[config.mk]
export PLATFORM = sky130hd
export DESIGN_NAME = chroma_distance_key_blend
export DESIGN_NICKNAME = d
export VERILOG_FILES = /design/src/cdkb_pkg.sv /design/src/cdkb_fifo.sv /design/src/cdkb_front.sv /design/src/cdkb_back.sv /design/src/chroma_distance_key_blend.sv
export SDC_FILE = /design/constraint.sdc
export NUM_CORES = 2
export LEC_CHECK = 0
export ABC_AREA = 1
export CORE_MARGIN = 5
export CORE_UTILIZATION = 40
export DETAILED_ROUTE_END_ITERATION = 7
export DONT_BUFFER_PORTS = 1
export PLACE_DENSITY_LB_ADDON = 0.15
export REMOVE_ABC_BUFFERS = 1
export SLEW_MARGIN = 20
export SYNTH_ARGS = -nofsm -noshare
export SYNTH_HDL_FRONTEND = slang
export SYNTH_SLANG_ARGS = --single-unit
[constraint.sdc]
create_clock -name i_clk -period 7.1 [get_ports i_clk]
set_input_delay 1.065 -clock i_clk [delete_from_list [all_inputs] [get_ports i_clk]]
set_output_delay 1.065 -clock i_clk [all_outputs]
set_load 0.1 [all_outputs]
[src/cdkb_pkg.sv]
// ----------------------------------------------------------------------------
// cdkb_pkg: shared types and constants of the chroma distance key blender
// Field widths, register indexes and reset values, and the words that move
// between the front part, the queues and the back part.
// ----------------------------------------------------------------------------
package cdkb_pkg;

    // field widths
    localparam int PIX_W      = 8;
    localparam int THR_W      = 9;
    localparam int NUM_W      = 17;
    localparam int CFG_IDX_W  = 3;
    localparam int CFG_DATA_W = 9;

    // default queue depths
    localparam int MID_DEPTH_DEF = 8;
    localparam int OUT_DEPTH_DEF = 8;

    // blend constants
    localparam logic [PIX_W-1:0] ALPHA_FULL = 8'd255;
    localparam logic [15:0]      MIX_BIAS   = 16'd127;

    // register indexes
    typedef enum logic [CFG_IDX_W-1:0] {
        REG_KEY_CB        = 3'd0,
        REG_KEY_CR        = 3'd1,
        REG_THR_LO        = 3'd2,
        REG_THR_HI        = 3'd3,
        REG_BG_FROM_FRAME = 3'd4,
        REG_BG_CONST_Y    = 3'd5,
        REG_BG_CONST_CB   = 3'd6,
        REG_BG_CONST_CR   = 3'd7
    } t_reg_idx;

    // register reset values
    localparam logic [PIX_W-1:0] KEY_CB_RST      = 8'd128;
    localparam logic [PIX_W-1:0] KEY_CR_RST      = 8'd128;
    localparam logic [THR_W-1:0] THR_LO_RST      = 9'd20;
    localparam logic [THR_W-1:0] THR_HI_RST      = 9'd60;
    localparam logic             BG_FRAME_RST    = 1'b0;
    localparam logic [PIX_W-1:0] BG_CONST_Y_RST  = 8'd16;
    localparam logic [PIX_W-1:0] BG_CONST_CB_RST = 8'd128;
    localparam logic [PIX_W-1:0] BG_CONST_CR_RST = 8'd128;

    // configuration as seen by the datapath
    typedef struct packed {
        logic [PIX_W-1:0] key_cb;
        logic [PIX_W-1:0] key_cr;
        logic [THR_W-1:0] thr_lo;
        logic [THR_W-1:0] thr_hi;
        logic             bg_from_frame;
        logic [PIX_W-1:0] bg_const_y;
        logic [PIX_W-1:0] bg_const_cb;
        logic [PIX_W-1:0] bg_const_cr;
    } t_cfg;

    // one YCbCr pixel
    typedef struct packed {
        logic [PIX_W-1:0] y;
        logic [PIX_W-1:0] cb;
        logic [PIX_W-1:0] cr;
    } t_pel;

    // classified pixel: alpha = num / span (full and none use span 1)
    typedef struct packed {
        t_pel             fg;
        t_pel             bg;
        logic [NUM_W-1:0] num;
        logic [THR_W-1:0] span;
    } t_job;

    // front part output toward the middle queue
    typedef struct packed {
        logic valid;
        t_job job;
    } t_job_push;

    // one result word
    typedef struct packed {
        t_pel             pel;
        logic [PIX_W-1:0] alpha;
    } t_res;

    // back part output toward the result queue
    typedef struct packed {
        logic valid;
        t_res res;
    } t_res_push;

endpackage

[src/cdkb_fifo.sv]
// ----------------------------------------------------------------------------
// cdkb_fifo: small register queue
// Flip-flop storage with wrap pointers and a fill count. Writers keep it
// from overflowing through credit counting, so there is no full flag.
// ----------------------------------------------------------------------------
module cdkb_fifo #(
    parameter int WIDTH = 8,
    parameter int DEPTH = 8
) (
    input  logic             i_clk,
    input  logic             i_rst_n,
    input  logic             i_push,
    input  logic [WIDTH-1:0] i_data,
    input  logic             i_pop,
    output logic [WIDTH-1:0] o_data,
    output logic             o_empty
);

    localparam int AW = $clog2(DEPTH);
    localparam int CW = $clog2(DEPTH + 1);

    logic [WIDTH-1:0] r_mem [DEPTH];
    logic [AW-1:0]    r_wp, r_rp;
    logic [CW-1:0]    r_cnt;
    logic             w_pop;

    assign o_empty = (r_cnt == '0);
    assign o_data  = r_mem[r_rp];
    assign w_pop   = i_pop && !o_empty;

    // pointers and count
    always_ff @(posedge i_clk) begin
        if (!i_rst_n) begin
            r_wp  <= '0;
            r_rp  <= '0;
            r_cnt <= '0;
        end else begin
            if (i_push) begin
                r_wp <= (r_wp == AW'(DEPTH - 1)) ? '0 : r_wp + 1'b1;
            end
            if (w_pop) begin
                r_rp <= (r_rp == AW'(DEPTH - 1)) ? '0 : r_rp + 1'b1;
            end
            r_cnt <= r_cnt + CW'(i_push) - CW'(w_pop);
        end
    end

    // storage
    always_ff @(posedge i_clk) begin
        if (i_push) begin
            r_mem[r_wp] <= i_data;
        end
    end

endmodule

[src/cdkb_front.sv]
// ----------------------------------------------------------------------------
// cdkb_front: pixel intake and key classification
// Takes pixels, picks the background, measures the rounded chroma distance
// with a three stage digit-by-digit square root and turns it into an alpha
// fraction num/span for the back part.
// ----------------------------------------------------------------------------
module cdkb_front #(
    parameter int MID_DEPTH = cdkb_pkg::MID_DEPTH_DEF
) (
    input  logic                i_clk,
    input  logic                i_rst_n,
    input  cdkb_pkg::t_cfg      i_cfg,
    input  logic                i_push,
    output logic                o_full,
    input  cdkb_pkg::t_pel      i_fg,
    input  cdkb_pkg::t_pel      i_bg,
    input  logic                i_credit_ret,
    output cdkb_pkg::t_job_push o_job
);

    localparam int CW     = $clog2(MID_DEPTH + 1);
    localparam int SQ_STG = 4;

    // square root working state: radicand bits left, remainder, partial root
    typedef struct packed {
        logic [17:0] rad;
        logic [11:0] rem;
        logic [8:0]  root;
    } t_sq;

    function automatic t_sq sq_step(t_sq s);
        logic [11:0] acc;
        logic [11:0] trial;
        t_sq         o;
        acc   = {s.rem[9:0], s.rad[17:16]};
        trial = {1'b0, s.root, 2'b01};
        o.rad = {s.rad[15:0], 2'b00};
        if (acc >= trial) begin
            o.rem  = acc - trial;
            o.root = {s.root[7:0], 1'b1};
        end else begin
            o.rem  = acc;
            o.root = {s.root[7:0], 1'b0};
        end
        return o;
    endfunction

    logic [CW-1:0]          r_cnt;
    logic                   w_accept;
    cdkb_pkg::t_pel         w_bg_sel;
    logic [7:0]             w_dcb, w_dcr;
    logic [15:0]            w_sqcb, w_sqcr;

    // stage 0: captured pixel and chroma differences
    logic                   r_v0;
    cdkb_pkg::t_pel         r_fg0, r_bg0;
    logic [7:0]             r_dcb0, r_dcr0;

    // square root stages (index 0 holds the sum of squares)
    logic                   r_sv  [SQ_STG];
    t_sq                    r_ss  [SQ_STG];
    cdkb_pkg::t_pel         r_sfg [SQ_STG];
    cdkb_pkg::t_pel         r_sbg [SQ_STG];
    t_sq                    w_step[1:SQ_STG-1];

    // classification
    logic                   w_round;
    logic [8:0]             w_dist;
    logic [8:0]             w_span;
    logic [16:0]            w_d17;
    logic [16:0]            w_num;
    logic [8:0]             w_div;
    logic                   r_jv;
    cdkb_pkg::t_job         r_job;

    // credit count over this part and the middle queue
    assign w_accept = i_push && !o_full;
    assign o_full   = (r_cnt == CW'(MID_DEPTH));

    always_ff @(posedge i_clk) begin
        if (!i_rst_n) begin
            r_cnt <= '0;
        end else begin
            r_cnt <= r_cnt + CW'(w_accept) - CW'(i_credit_ret);
        end
    end

    // background pick and absolute chroma differences
    always_comb begin
        w_bg_sel = i_cfg.bg_from_frame ? i_bg
                 : cdkb_pkg::t_pel'{y: i_cfg.bg_const_y, cb: i_cfg.bg_const_cb,
                                    cr: i_cfg.bg_const_cr};
        w_dcb = (i_fg.cb > i_cfg.key_cb) ? i_fg.cb - i_cfg.key_cb : i_cfg.key_cb - i_fg.cb;
        w_dcr = (i_fg.cr > i_cfg.key_cr) ? i_fg.cr - i_cfg.key_cr : i_cfg.key_cr - i_fg.cr;
    end

    // squares of the differences
    assign w_sqcb = 16'(r_dcb0) * 16'(r_dcb0);
    assign w_sqcr = 16'(r_dcr0) * 16'(r_dcr0);

    // three root bits per stage
    always_comb begin
        for (int k = 1; k < SQ_STG; k++) begin
            w_step[k] = sq_step(sq_step(sq_step(r_ss[k-1])));
        end
    end

    // rounding and alpha fraction
    always_comb begin
        w_round = r_ss[SQ_STG-1].rem > 12'(r_ss[SQ_STG-1].root);
        w_dist  = r_ss[SQ_STG-1].root + 9'(w_round);
        w_span  = i_cfg.thr_hi - i_cfg.thr_lo;
        w_d17   = 17'(i_cfg.thr_hi - w_dist);
        w_num   = '0;
        w_div   = 9'd1;
        if (w_dist < i_cfg.thr_lo) begin
            w_num = 17'(cdkb_pkg::ALPHA_FULL);
        end else if (w_dist > i_cfg.thr_hi) begin
            w_num = '0;
        end else if (w_span != '0) begin
            // 255 * (outer - dist) + span / 2
            w_num = (w_d17 << 8) - w_d17 + 17'(w_span[8:1]);
            w_div = w_span;
        end
    end

    // valid bits
    always_ff @(posedge i_clk) begin
        if (!i_rst_n) begin
            r_v0 <= 1'b0;
            r_jv <= 1'b0;
            for (int k = 0; k < SQ_STG; k++) begin
                r_sv[k] <= 1'b0;
            end
        end else begin
            r_v0    <= w_accept;
            r_sv[0] <= r_v0;
            for (int k = 1; k < SQ_STG; k++) begin
                r_sv[k] <= r_sv[k-1];
            end
            r_jv <= r_sv[SQ_STG-1];
        end
    end

    // payload
    always_ff @(posedge i_clk) begin
        r_fg0  <= i_fg;
        r_bg0  <= w_bg_sel;
        r_dcb0 <= w_dcb;
        r_dcr0 <= w_dcr;

        r_ss[0].rad  <= {1'b0, 17'(w_sqcb) + 17'(w_sqcr)};
        r_ss[0].rem  <= '0;
        r_ss[0].root <= '0;
        r_sfg[0]     <= r_fg0;
        r_sbg[0]     <= r_bg0;
        for (int k = 1; k < SQ_STG; k++) begin
            r_ss[k]  <= w_step[k];
            r_sfg[k] <= r_sfg[k-1];
            r_sbg[k] <= r_sbg[k-1];
        end

        r_job.fg   <= r_sfg[SQ_STG-1];
        r_job.bg   <= r_sbg[SQ_STG-1];
        r_job.num  <= w_num;
        r_job.span <= w_div;
    end

    assign o_job.valid = r_jv;
    assign o_job.job   = r_job;

endmodule

[src/cdkb_back.sv]
// ----------------------------------------------------------------------------
// cdkb_back: alpha division and plane blend
// Pulls classified pixels from the middle queue while the result queue has
// room, divides num/span two quotient bits per stage, then blends the three
// planes with a rounded divide by 255.
// ----------------------------------------------------------------------------
module cdkb_back #(
    parameter int OUT_DEPTH = cdkb_pkg::OUT_DEPTH_DEF
) (
    input  logic                i_clk,
    input  logic                i_rst_n,
    input  logic                i_mid_empty,
    input  cdkb_pkg::t_job      i_job,
    output logic                o_mid_pop,
    input  logic                i_out_pop,
    output cdkb_pkg::t_res_push o_res
);

    localparam int CW     = $clog2(OUT_DEPTH + 1);
    localparam int DV_STG = 4;
    localparam int NPL    = 3;

    typedef struct packed {
        logic [16:0] rem;
        logic [7:0]  q;
    } t_dv;

    // one restoring quotient bit at weight k
    function automatic t_dv dv_step(t_dv s, logic [8:0] span, int unsigned k);
        logic [16:0] dsh;
        t_dv         o;
        dsh = 17'(span) << k;
        if (s.rem >= dsh) begin
            o.rem = s.rem - dsh;
            o.q   = {s.q[6:0], 1'b1};
        end else begin
            o.rem = s.rem;
            o.q   = {s.q[6:0], 1'b0};
        end
        return o;
    endfunction

    logic [CW-1:0]          r_cnt;
    logic                   w_issue;

    // divider stages
    logic                   r_dv_v  [DV_STG];
    t_dv                    r_dv    [DV_STG];
    logic [8:0]             r_span  [DV_STG-1];
    cdkb_pkg::t_pel         r_dfg   [DV_STG];
    cdkb_pkg::t_pel         r_dbg   [DV_STG];
    t_dv                    w_dv_in [DV_STG];
    t_dv                    w_dv_out[DV_STG];

    // blend stages
    logic [NPL-1:0][7:0]    w_fgv, w_bgv;
    logic [7:0]             w_alpha, w_ainv;
    logic                   r_mv;
    logic [15:0]            r_pf [NPL];
    logic [15:0]            r_pb [NPL];
    logic [7:0]             r_ma;
    logic [15:0]            w_sum [NPL];
    logic [8:0]             w_r   [NPL];
    logic [NPL-1:0][7:0]    w_q;
    logic                   r_rv;
    cdkb_pkg::t_res         r_res;

    // credit count over this part and the result queue
    assign w_issue   = !i_mid_empty && (r_cnt < CW'(OUT_DEPTH));
    assign o_mid_pop = w_issue;

    always_ff @(posedge i_clk) begin
        if (!i_rst_n) begin
            r_cnt <= '0;
        end else begin
            r_cnt <= r_cnt + CW'(w_issue) - CW'(i_out_pop);
        end
    end

    // two quotient bits per stage, most significant first
    always_comb begin
        for (int k = 0; k < DV_STG; k++) begin
            if (k == 0) begin
                w_dv_in[k].rem = i_job.num;
                w_dv_in[k].q   = '0;
                w_dv_out[k] = dv_step(dv_step(w_dv_in[k], i_job.span, 7),
                                      i_job.span, 6);
            end else begin
                w_dv_in[k]  = r_dv[k-1];
                w_dv_out[k] = dv_step(dv_step(w_dv_in[k], r_span[k-1],
                                              unsigned'(7 - 2 * k)),
                                      r_span[k-1], unsigned'(6 - 2 * k));
            end
        end
    end

    // plane products
    always_comb begin
        w_fgv   = r_dfg[DV_STG-1];
        w_bgv   = r_dbg[DV_STG-1];
        w_alpha = r_dv[DV_STG-1].q;
        w_ainv  = cdkb_pkg::ALPHA_FULL - w_alpha;
    end

    // rounded divide by 255: x/256 is low by at most one
    always_comb begin
        for (int p = 0; p < NPL; p++) begin
            w_sum[p] = r_pf[p] + r_pb[p] + cdkb_pkg::MIX_BIAS;
            w_r[p]   = 9'(w_sum[p][7:0]) + 9'(w_sum[p][15:8]);
            w_q[p]   = w_sum[p][15:8] + 8'(w_r[p] >= 9'd255);
        end
    end

    // valid bits
    always_ff @(posedge i_clk) begin
        if (!i_rst_n) begin
            for (int k = 0; k < DV_STG; k++) begin
                r_dv_v[k] <= 1'b0;
            end
            r_mv <= 1'b0;
            r_rv <= 1'b0;
        end else begin
            r_dv_v[0] <= w_issue;
            for (int k = 1; k < DV_STG; k++) begin
                r_dv_v[k] <= r_dv_v[k-1];
            end
            r_mv <= r_dv_v[DV_STG-1];
            r_rv <= r_mv;
        end
    end

    // payload
    always_ff @(posedge i_clk) begin
        r_dv[0]   <= w_dv_out[0];
        r_span[0] <= i_job.span;
        r_dfg[0]  <= i_job.fg;
        r_dbg[0]  <= i_job.bg;
        for (int k = 1; k < DV_STG; k++) begin
            r_dv[k]   <= w_dv_out[k];
            r_dfg[k]  <= r_dfg[k-1];
            r_dbg[k]  <= r_dbg[k-1];
        end
        // the last stage needs no divisor
        for (int k = 1; k < DV_STG - 1; k++) begin
            r_span[k] <= r_span[k-1];
        end

        for (int p = 0; p < NPL; p++) begin
            r_pf[p] <= 16'(w_fgv[p]) * 16'(w_ainv);
            r_pb[p] <= 16'(w_bgv[p]) * 16'(w_alpha);
        end
        r_ma <= w_alpha;

        r_res.pel   <= w_q;
        r_res.alpha <= r_ma;
    end

    assign o_res.valid = r_rv;
    assign o_res.res   = r_res;

endmodule

[src/chroma_distance_key_blend.sv]
// ----------------------------------------------------------------------------
// chroma_distance_key_blend: chroma distance keyer with alpha blend
// Keys a 4:4:4 YCbCr pixel on its rounded Cb/Cr distance to a key colour and
// blends it over a constant or per-pixel background.
//
//   channel   ports                                   handshake
//   -------   -------------------------------------   -------------------
//   pixel in  i_fg_y/cb/cr, i_bg_y/cb/cr              push, full
//   result    o_out_y/cb/cr, o_key_alpha              empty, pop
//   config    i_cfg_we, i_cfg_idx, i_cfg_data         write enable only
//
// One word per clock sustained while full stays low and the receiver pops.
// A pushed word passes six stages in the front part (three of them the
// square root), one in the middle queue, six in the back part (four of
// them the alpha divider) and one in the result queue before its pop.
// Reset is synchronous, active low; it empties both queues at once.
// full rises once MID_DEPTH words sit in the front part and middle queue;
// the back part stops pulling at OUT_DEPTH words in it and the result queue.
// ----------------------------------------------------------------------------
module chroma_distance_key_blend #(
    parameter int MID_DEPTH = cdkb_pkg::MID_DEPTH_DEF,
    parameter int OUT_DEPTH = cdkb_pkg::OUT_DEPTH_DEF
) (
    input  logic                              i_clk,
    input  logic                              i_rst_n,
    // configuration
    input  logic                              i_cfg_we,
    input  logic [cdkb_pkg::CFG_IDX_W-1:0]    i_cfg_idx,
    input  logic [cdkb_pkg::CFG_DATA_W-1:0]   i_cfg_data,
    // pixel in
    input  logic                              push,
    output logic                              full,
    input  logic [cdkb_pkg::PIX_W-1:0]        i_fg_y,
    input  logic [cdkb_pkg::PIX_W-1:0]        i_fg_cb,
    input  logic [cdkb_pkg::PIX_W-1:0]        i_fg_cr,
    input  logic [cdkb_pkg::PIX_W-1:0]        i_bg_y,
    input  logic [cdkb_pkg::PIX_W-1:0]        i_bg_cb,
    input  logic [cdkb_pkg::PIX_W-1:0]        i_bg_cr,
    // result
    output logic                              empty,
    input  logic                              pop,
    output logic [cdkb_pkg::PIX_W-1:0]        o_out_y,
    output logic [cdkb_pkg::PIX_W-1:0]        o_out_cb,
    output logic [cdkb_pkg::PIX_W-1:0]        o_out_cr,
    output logic [cdkb_pkg::PIX_W-1:0]        o_key_alpha
);

    cdkb_pkg::t_cfg      r_cfg;
    cdkb_pkg::t_pel      w_fg, w_bg;
    cdkb_pkg::t_job_push w_job_push;
    cdkb_pkg::t_job      w_mid_head;
    logic                w_mid_empty;
    logic                w_mid_pop;
    cdkb_pkg::t_res_push w_res_push;
    cdkb_pkg::t_res      w_out_head;
    logic                w_out_pop;

    // configuration registers
    always_ff @(posedge i_clk) begin
        if (!i_rst_n) begin
            r_cfg.key_cb        <= cdkb_pkg::KEY_CB_RST;
            r_cfg.key_cr        <= cdkb_pkg::KEY_CR_RST;
            r_cfg.thr_lo        <= cdkb_pkg::THR_LO_RST;
            r_cfg.thr_hi        <= cdkb_pkg::THR_HI_RST;
            r_cfg.bg_from_frame <= cdkb_pkg::BG_FRAME_RST;
            r_cfg.bg_const_y    <= cdkb_pkg::BG_CONST_Y_RST;
            r_cfg.bg_const_cb   <= cdkb_pkg::BG_CONST_CB_RST;
            r_cfg.bg_const_cr   <= cdkb_pkg::BG_CONST_CR_RST;
        end else if (i_cfg_we) begin
            case (cdkb_pkg::t_reg_idx'(i_cfg_idx))
                cdkb_pkg::REG_KEY_CB:        r_cfg.key_cb        <= i_cfg_data[7:0];
                cdkb_pkg::REG_KEY_CR:        r_cfg.key_cr        <= i_cfg_data[7:0];
                cdkb_pkg::REG_THR_LO:        r_cfg.thr_lo        <= i_cfg_data;
                cdkb_pkg::REG_THR_HI:        r_cfg.thr_hi        <= i_cfg_data;
                cdkb_pkg::REG_BG_FROM_FRAME: r_cfg.bg_from_frame <= i_cfg_data[0];
                cdkb_pkg::REG_BG_CONST_Y:    r_cfg.bg_const_y    <= i_cfg_data[7:0];
                cdkb_pkg::REG_BG_CONST_CB:   r_cfg.bg_const_cb   <= i_cfg_data[7:0];
                cdkb_pkg::REG_BG_CONST_CR:   r_cfg.bg_const_cr   <= i_cfg_data[7:0];
                default: ;
            endcase
        end
    end

    assign w_fg = '{y: i_fg_y, cb: i_fg_cb, cr: i_fg_cr};
    assign w_bg = '{y: i_bg_y, cb: i_bg_cb, cr: i_bg_cr};

    // intake and classification
    cdkb_front #(
        .MID_DEPTH (MID_DEPTH)
    ) u_front (
        .i_clk        (i_clk),
        .i_rst_n      (i_rst_n),
        .i_cfg        (r_cfg),
        .i_push       (push),
        .o_full       (full),
        .i_fg         (w_fg),
        .i_bg         (w_bg),
        .i_credit_ret (w_mid_pop),
        .o_job        (w_job_push)
    );

    // middle queue
    cdkb_fifo #(
        .WIDTH ($bits(cdkb_pkg::t_job)),
        .DEPTH (MID_DEPTH)
    ) u_mid_q (
        .i_clk   (i_clk),
        .i_rst_n (i_rst_n),
        .i_push  (w_job_push.valid),
        .i_data  (w_job_push.job),
        .i_pop   (w_mid_pop),
        .o_data  (w_mid_head),
        .o_empty (w_mid_empty)
    );

    // division and blend
    cdkb_back #(
        .OUT_DEPTH (OUT_DEPTH)
    ) u_back (
        .i_clk       (i_clk),
        .i_rst_n     (i_rst_n),
        .i_mid_empty (w_mid_empty),
        .i_job       (w_mid_head),
        .o_mid_pop   (w_mid_pop),
        .i_out_pop   (w_out_pop),
        .o_res       (w_res_push)
    );

    // result queue
    assign w_out_pop = pop && !empty;

    cdkb_fifo #(
        .WIDTH ($bits(cdkb_pkg::t_res)),
        .DEPTH (OUT_DEPTH)
    ) u_out_q (
        .i_clk   (i_clk),
        .i_rst_n (i_rst_n),
        .i_push  (w_res_push.valid),
        .i_data  (w_res_push.res),
        .i_pop   (w_out_pop),
        .o_data  (w_out_head),
        .o_empty (empty)
    );

    assign o_out_y     = w_out_head.pel.y;
    assign o_out_cb    = w_out_head.pel.cb;
    assign o_out_cr    = w_out_head.pel.cr;
    assign o_key_alpha = w_out_head.alpha;

endmodule

**Word level (Yosys, flattened, before mapping)**

Memory sizes are Yosys's and may differ from the RTL's. A register that Yosys moved wholly into a read port is not among the register bits.
Cells that the tools add are included.

- Memories kept: 13
- Memory bits (writable): 1619
- Register bits: 219
- Input bits: 65

- Bitwise logic cells: 9
- Multiplexer cells: 44
- Multiply operators: 8
- Reduce and logical (&&, ||, !) cells: 23
- Equality and inequality tests: 12
- $lt $le $gt $ge: 26
- Add/subtract/negate cells: 52

Memories:

| name | words | bits a word | read ports | clocked after memory_dff | wr ports | line | text |
|---|---|---|---|---|---|---|---|
| u_mid_q.r_mem | 8 | 74 | 1 | 1 | 1 | cdkb_fifo.sv:22 | `logic [WIDTH-1:0] r_mem [DEPTH];` |
| u_out_q.r_mem | 8 | 32 | 1 | 1 | 1 | cdkb_fifo.sv:22 |  |
| u_front.r_ss | 4 | 39 | 4 | 0 | 4 | cdkb_front.sv:61 | `t_sq r_ss [SQ_STG];` |
| u_back.r_dv | 4 | 25 | 4 | 0 | 4 | cdkb_back.sv:48 | `t_dv r_dv [DV_STG];` |
| u_back.r_dbg | 4 | 24 | 4 | 0 | 4 | cdkb_back.sv:51 | `cdkb_pkg::t_pel r_dbg [DV_STG];` |
| u_back.r_dfg | 4 | 24 | 4 | 0 | 4 | cdkb_back.sv:50 | `cdkb_pkg::t_pel r_dfg [DV_STG];` |
| +7 memories | -- | -- | -- | -- | -- | -- |  |

Operators with widths:

| operator | count |
|---|---|
| 25-bit 2-to-1 mux | 8 |
| 8-bit by 8-bit multiplier with 16-bit output | 8 |
| 19-bit 2-to-1 mux | 6 |
| 12-bit by 11-bit >= comparator with 1-bit output | 9 |
| 21-bit 2-to-1 mux | 3 |
| 10-bit subtractor | 6 |
| 16-bit adder | 3 |
| 16-bit by 7-bit adder with 16-bit output, second input constant | 3 |
| 12-bit by 11-bit subtractor with 12-bit output | 3 |
| 8-bit 2-to-1 mux | 4 |
| 8-bit subtractor | 4 |
| 8-bit by 8-bit adder with 9-bit output | 3 |
| 9-bit by 8-bit >= comparator with 1-bit output, second input constant | 3 |
| 8-bit by 1-bit adder with 8-bit output | 3 |
| 3-bit equality test, second input constant | 8 |
| 24-bit 2-to-1 mux | 1 |
| 3-bit 2-to-1 mux | 8 |
| 16-bit by 16-bit adder with 17-bit output | 1 |
| 17-bit by 8-bit adder with 17-bit output | 1 |
| 17-bit by 10-bit >= comparator with 1-bit output | 1 |
| 17-bit by 11-bit >= comparator with 1-bit output | 1 |
| 17-bit by 12-bit >= comparator with 1-bit output | 1 |
| 17-bit by 13-bit >= comparator with 1-bit output | 1 |
| 17-bit by 14-bit >= comparator with 1-bit output | 1 |
| 37 further kinds | 84 |

**Longest topological paths before layout**

An unclocked memory read counts as a cell.

- Depth in word-level cells: 8
- Mapped depth: 42
- Depth with buffers taken out: 35

**Cells and area by module**

Synthesis repeated with hierarchy kept, for this count alone.

- Cell total of the unflattened synthesis: 10107
- Area total of the unflattened synthesis: 90862.1 um^2

By module, submodules not included:

| module | cells an instance | instances | area each (um^2) | seq. area each (um^2) |
|---|---|---|---|---|
| cdkb_back | 3857 | 1 | 30823.3 | 8728.4 |
| cdkb_fifo (u_mid_q) | 2648 | 1 | 26422.8 | 18037.3 |
| cdkb_front | 2070 | 1 | 19462.4 | 8508.2 |
| cdkb_fifo (u_out_q) | 1196 | 1 | 11840.1 | 7947.6 |
| chroma_distance_key_blend | 336 | 1 | 2313.5 | 1181.1 |

**Least setup slack after synthesis**

OpenSTA, ideal clock, no wires.

- Path type: flip-flop to flip-flop
- Start point: reg with a tool-made name
- End point: mem u_back.r_dv[0][17] (netlist bit)
- Library setup time: 122 ps
- Slack: 780 ps
- Cell stages (with the launch flop): 41
- Path buffers: 8
- Arrival time: 6198 ps
- Cell sequence: dfxtp_1 buf_2 clkbuf_1 buf_2 clkbuf_1 clkbuf_1 clkbuf_1 nor2_1 nor2_1 o21ai_0 a31oi_1 ha_1 inv_1 fa_1 a21oi_1 o21bai_1 a21o_1 nand2_1 [5 not listed] inv_1 clkbuf_1 nand2_1 nand2_1 ha_1 a21oi_1 o21ai_0 a21oi_1 o21ai_0 a21oi_1 o21bai_1 nand2_1 a21boi_0 nor2_1 nand4_2 inv_2 buf_2 o21ai_0

RTL lines:

| element | line |
|---|---|
| end: declaration | cdkb_back.sv:48 |

==> qor.txt <==
Final setup fails: 0
Clk pin slew, worst setup/hold paths: 0.06 ns
First-pass GRT wire length: 296000 um
First DRT Iteration DRCs: 3295
Die height: 468 um
Vias in the first global route: 53700
Predominant post-synthesis flop cell: dfxtp_1
Post-Synth Simple-Gate Area: 11.3%
Synthesized area: 83700 um^2
TritonCTS Sinks: 1794
Hold_buf cts: 0
Slowest stage delay, CP: 0.68 ns
Synth top area share: 30.4%
Synth top area cells: edfxtp_1 30%, dfxtp_1 23%, ha_1 9.3%
Synthesis-stage register bit count: 1794
Area growth syn-to-layout: 12.0%
Via Count: 53900
All-layer global routing usage: 17.0%
Chip width: 468 um
TritonCTS clock tree: yes
Commonest cells in the netlist: 1186 x inv_1, 1050 x nor2_1, 999 x nand2_1
Final ANT Viol Nets: 0
Overall routed net length: 186000 um
Crit path required time: 7.81 ns
Clock tree buffer depth: 3
Average instance area after synthesis: 10.2 um^2
RSZ-0062 raised after global routing: no
Residual DRC: 0
Final Hold Viols: 0
Die area: 219000 um^2
Site Rows: 168
CP Capture Type: flip-flop
Largest net degree at the start of global routing: 95
Xor/xnor share of the synthesized area: 2.94%
Htree depth: 4
Placed cell count: 10900
Share of cells above drive strength 1: 6.20%
Most frequent cell after synthesis: inv_1
Biggest area consumer among synthesized cells: edfxtp_1
Initial antenna violation count: 11
Netlist cell types: 69
Sequential area share after synthesis: 53.0%
Worst Hold Launch: i_fg_y[3]
Largest family of logic cells by synthesized area: adder cells
Slew Limit Fails: 0
Syn Inst Count: 8232
Max cap viols: 0
Io pins: 99
Highest clock rate: 157 MHz
TritonCTS Buffers: 187
Via/cell ratio: 4.81
Fin crit share: 89.6%
Post-synth ARST share: 0%
DP HPWL: 126000 um
Crit Path Class: reg2reg
Gr ovfl total: 0
Nets: 9242
Clk_skew: 0.0646 ns
GP Congestion: 0.875
Clk root buf: clkbuf_16
Initial core utilization: 40.1%
Slowest CP cell: dfxtp_4
Slew margin rel.: 33.8%
Mux contribution to synthesized area: 0.120%
Hold/Removal Path Class: in2reg
Non-Filler Instances: 11200
PortBufs: 0
WP data arrival: 7.07 ns
Type of origin of the critical path: flip-flop
Synth Area in Adders: 16.9%
Resized cells post-CTS: 0
Least-Margin Pin Slew: 0.991 ns
Fin crit period: 6.36 ns
Crit path max fanout: 41
DRT Pass-1 Iters: 5
Run status: complete, no violations
Yosys warns: 0
Post-synth EDFFs: 848
Worst-Skew Late Latency: 0.84 ns
CP most frequent cell: o21ai_0
Compound-Gate Fraction of Synth Area: 9.02%
Placeable Area: 209000 um^2
Routed length per placed instance: 16.6 um
==> final timing paths <==
path	cells after the start	end	slack (ns)
min	0	u_front.r_fg0[19]$_DFF_P_	0.24
max	34	u_back.r_dv[0][21]$_DFF_P_	0.74
max reg2reg	34	u_back.r_dv[0][21]$_DFF_P_	0.74
min reg2reg	0	u_back.o_res[5]$_DFF_P_	0.29
==> repair_timing <==
action | in CTS | in global routing
buffers inserted | 0 | 1
hold endpoints to repair | 0 | 0
endpoints found under the setup margin | 0 | 8
==> registers in the layout, indices dropped and copies added (netlist names), 8 cells and up, named ones only <==
name	count
u_front.o_job	74
u_back.r_span	27
u_back.o_res	32
r_cfg	59
u_front.r_dcb0	8
u_back.r_ma	8
u_back.r_dv	71
u_front.r_sbg	96
u_back.r_dbg	96
u_back.r_pf	48
u_front.r_dcr0	8
u_back.r_dfg	96
u_mid_q.r_mem	592
u_front.r_fg0	24
u_front.r_bg0	24
u_back.r_pb	48
u_front.r_ss	85
u_front.r_sfg	96
u_out_q.r_mem	256
==> per-layer routing <==
layer | up-vias | routed length [um] | track usage, % | part of all wire (%)
met5 | - | 13 | 0 | 0.0070
met4 | 2 | 4840 | 5.14 | 2.6
met3 | 272 | 7940 | 2.83 | 4.3
met2 | 961 | 86200 | 28.2 | 46
met1 | 25700 | 86800 | 22.8 | 47
li1 | 27000 | - | - | -
==> cells by family (layout without fill, tap and decap cells) <==
group | after synthesis | count (layout)
adders and majority gates | 939 | 939
muxes | 10 | 10
and+or+nand+nor | 2347 | 2347
xor gates and xnor gates | 280 | 280
other | 0 | 6
buffers and inverters | 1478 | 1650
DFF | 1794 | 1794
AOI/OAI and AO/OA | 1384 | 1384
==> cell type report <==
class                           count  area [um^2]
Clock inverter                     97         1150
Clock buffer                      258         5370
Timing Repair Buffer               96          778
Sequential cell                  1794        44400
Tap cell                         2805         3510
Multi-Input combinational cell   4960        34000
Antenna cell                        6         15.0
Inverter                         1199         4510
Fill cell                       19700       115000
==> per-stage QoR <==
step | setup WS (ns) | TNS [ns] | hold slack (ns) | cell area (um^2) | utilization (%)
finish | 0.736 | 0 | 0.240 | 93800 | 44.9
global route | 0.0375 | 0 | 0.172 | 93800 | 44.9
CTS | 0.634 | 0 | 0.143 | 93800 | 44.9
detailed placement | 0.650 | 0 | 0.312 | 87200 | 41.7
global placement | 0.745 | 0 | 0.310 | 87200 | 41.7
floorplan | -6.64 | -253.93 | 0.310 | 82600 | -
==> layout by cell type, fill, tap and decap left out, types with 7 or more instances in the layout <==
cell type,n
a211oi_1,11
a21o_1,13
a21oi_1,334
a31oi_1,69
a31oi_2,32
buf_4,92
bufinv_16,12
clkbuf_1,42
clkbuf_16,199
clkbuf_8,17
clkinv_1,19
clkinv_16,10
clkinv_2,33
clkinvlp_4,10
dfxtp_1,937
edfxtp_1,848
fa_1,316
ha_1,623
inv_1,1184
inv_2,7
mux2i_1,10
nand2_1,999
nand2_2,8
nand3_1,150
nand3b_1,10
nand4_1,41
nor2_1,1033
nor2_4,24
nor3_1,30
nor4_1,7
o211ai_1,13
o21ai_0,701
o21ai_1,12
o21bai_1,28
o22ai_1,125
or2_2,15
xnor2_1,89
xor2_1,190
==> critical path, delay by kind of cell, from the launching register on <==
| kind | cells | cell delay [ns] |
|---|---|---|
| AO/OA/AOI/OAI | 16 | 2.84 |
| adder cells (fa/ha/maj) | 3 | 1.00 |
| AND/OR/NAND/NOR | 10 | 0.94 |
| buffers and inverters | 5 | 0.75 |
| flip-flops | 1 | 0.68 |
Power is left out: the tool's default activity adds up to more than one toggle a clock period on the data nets, which glitch-free logic cannot reach.
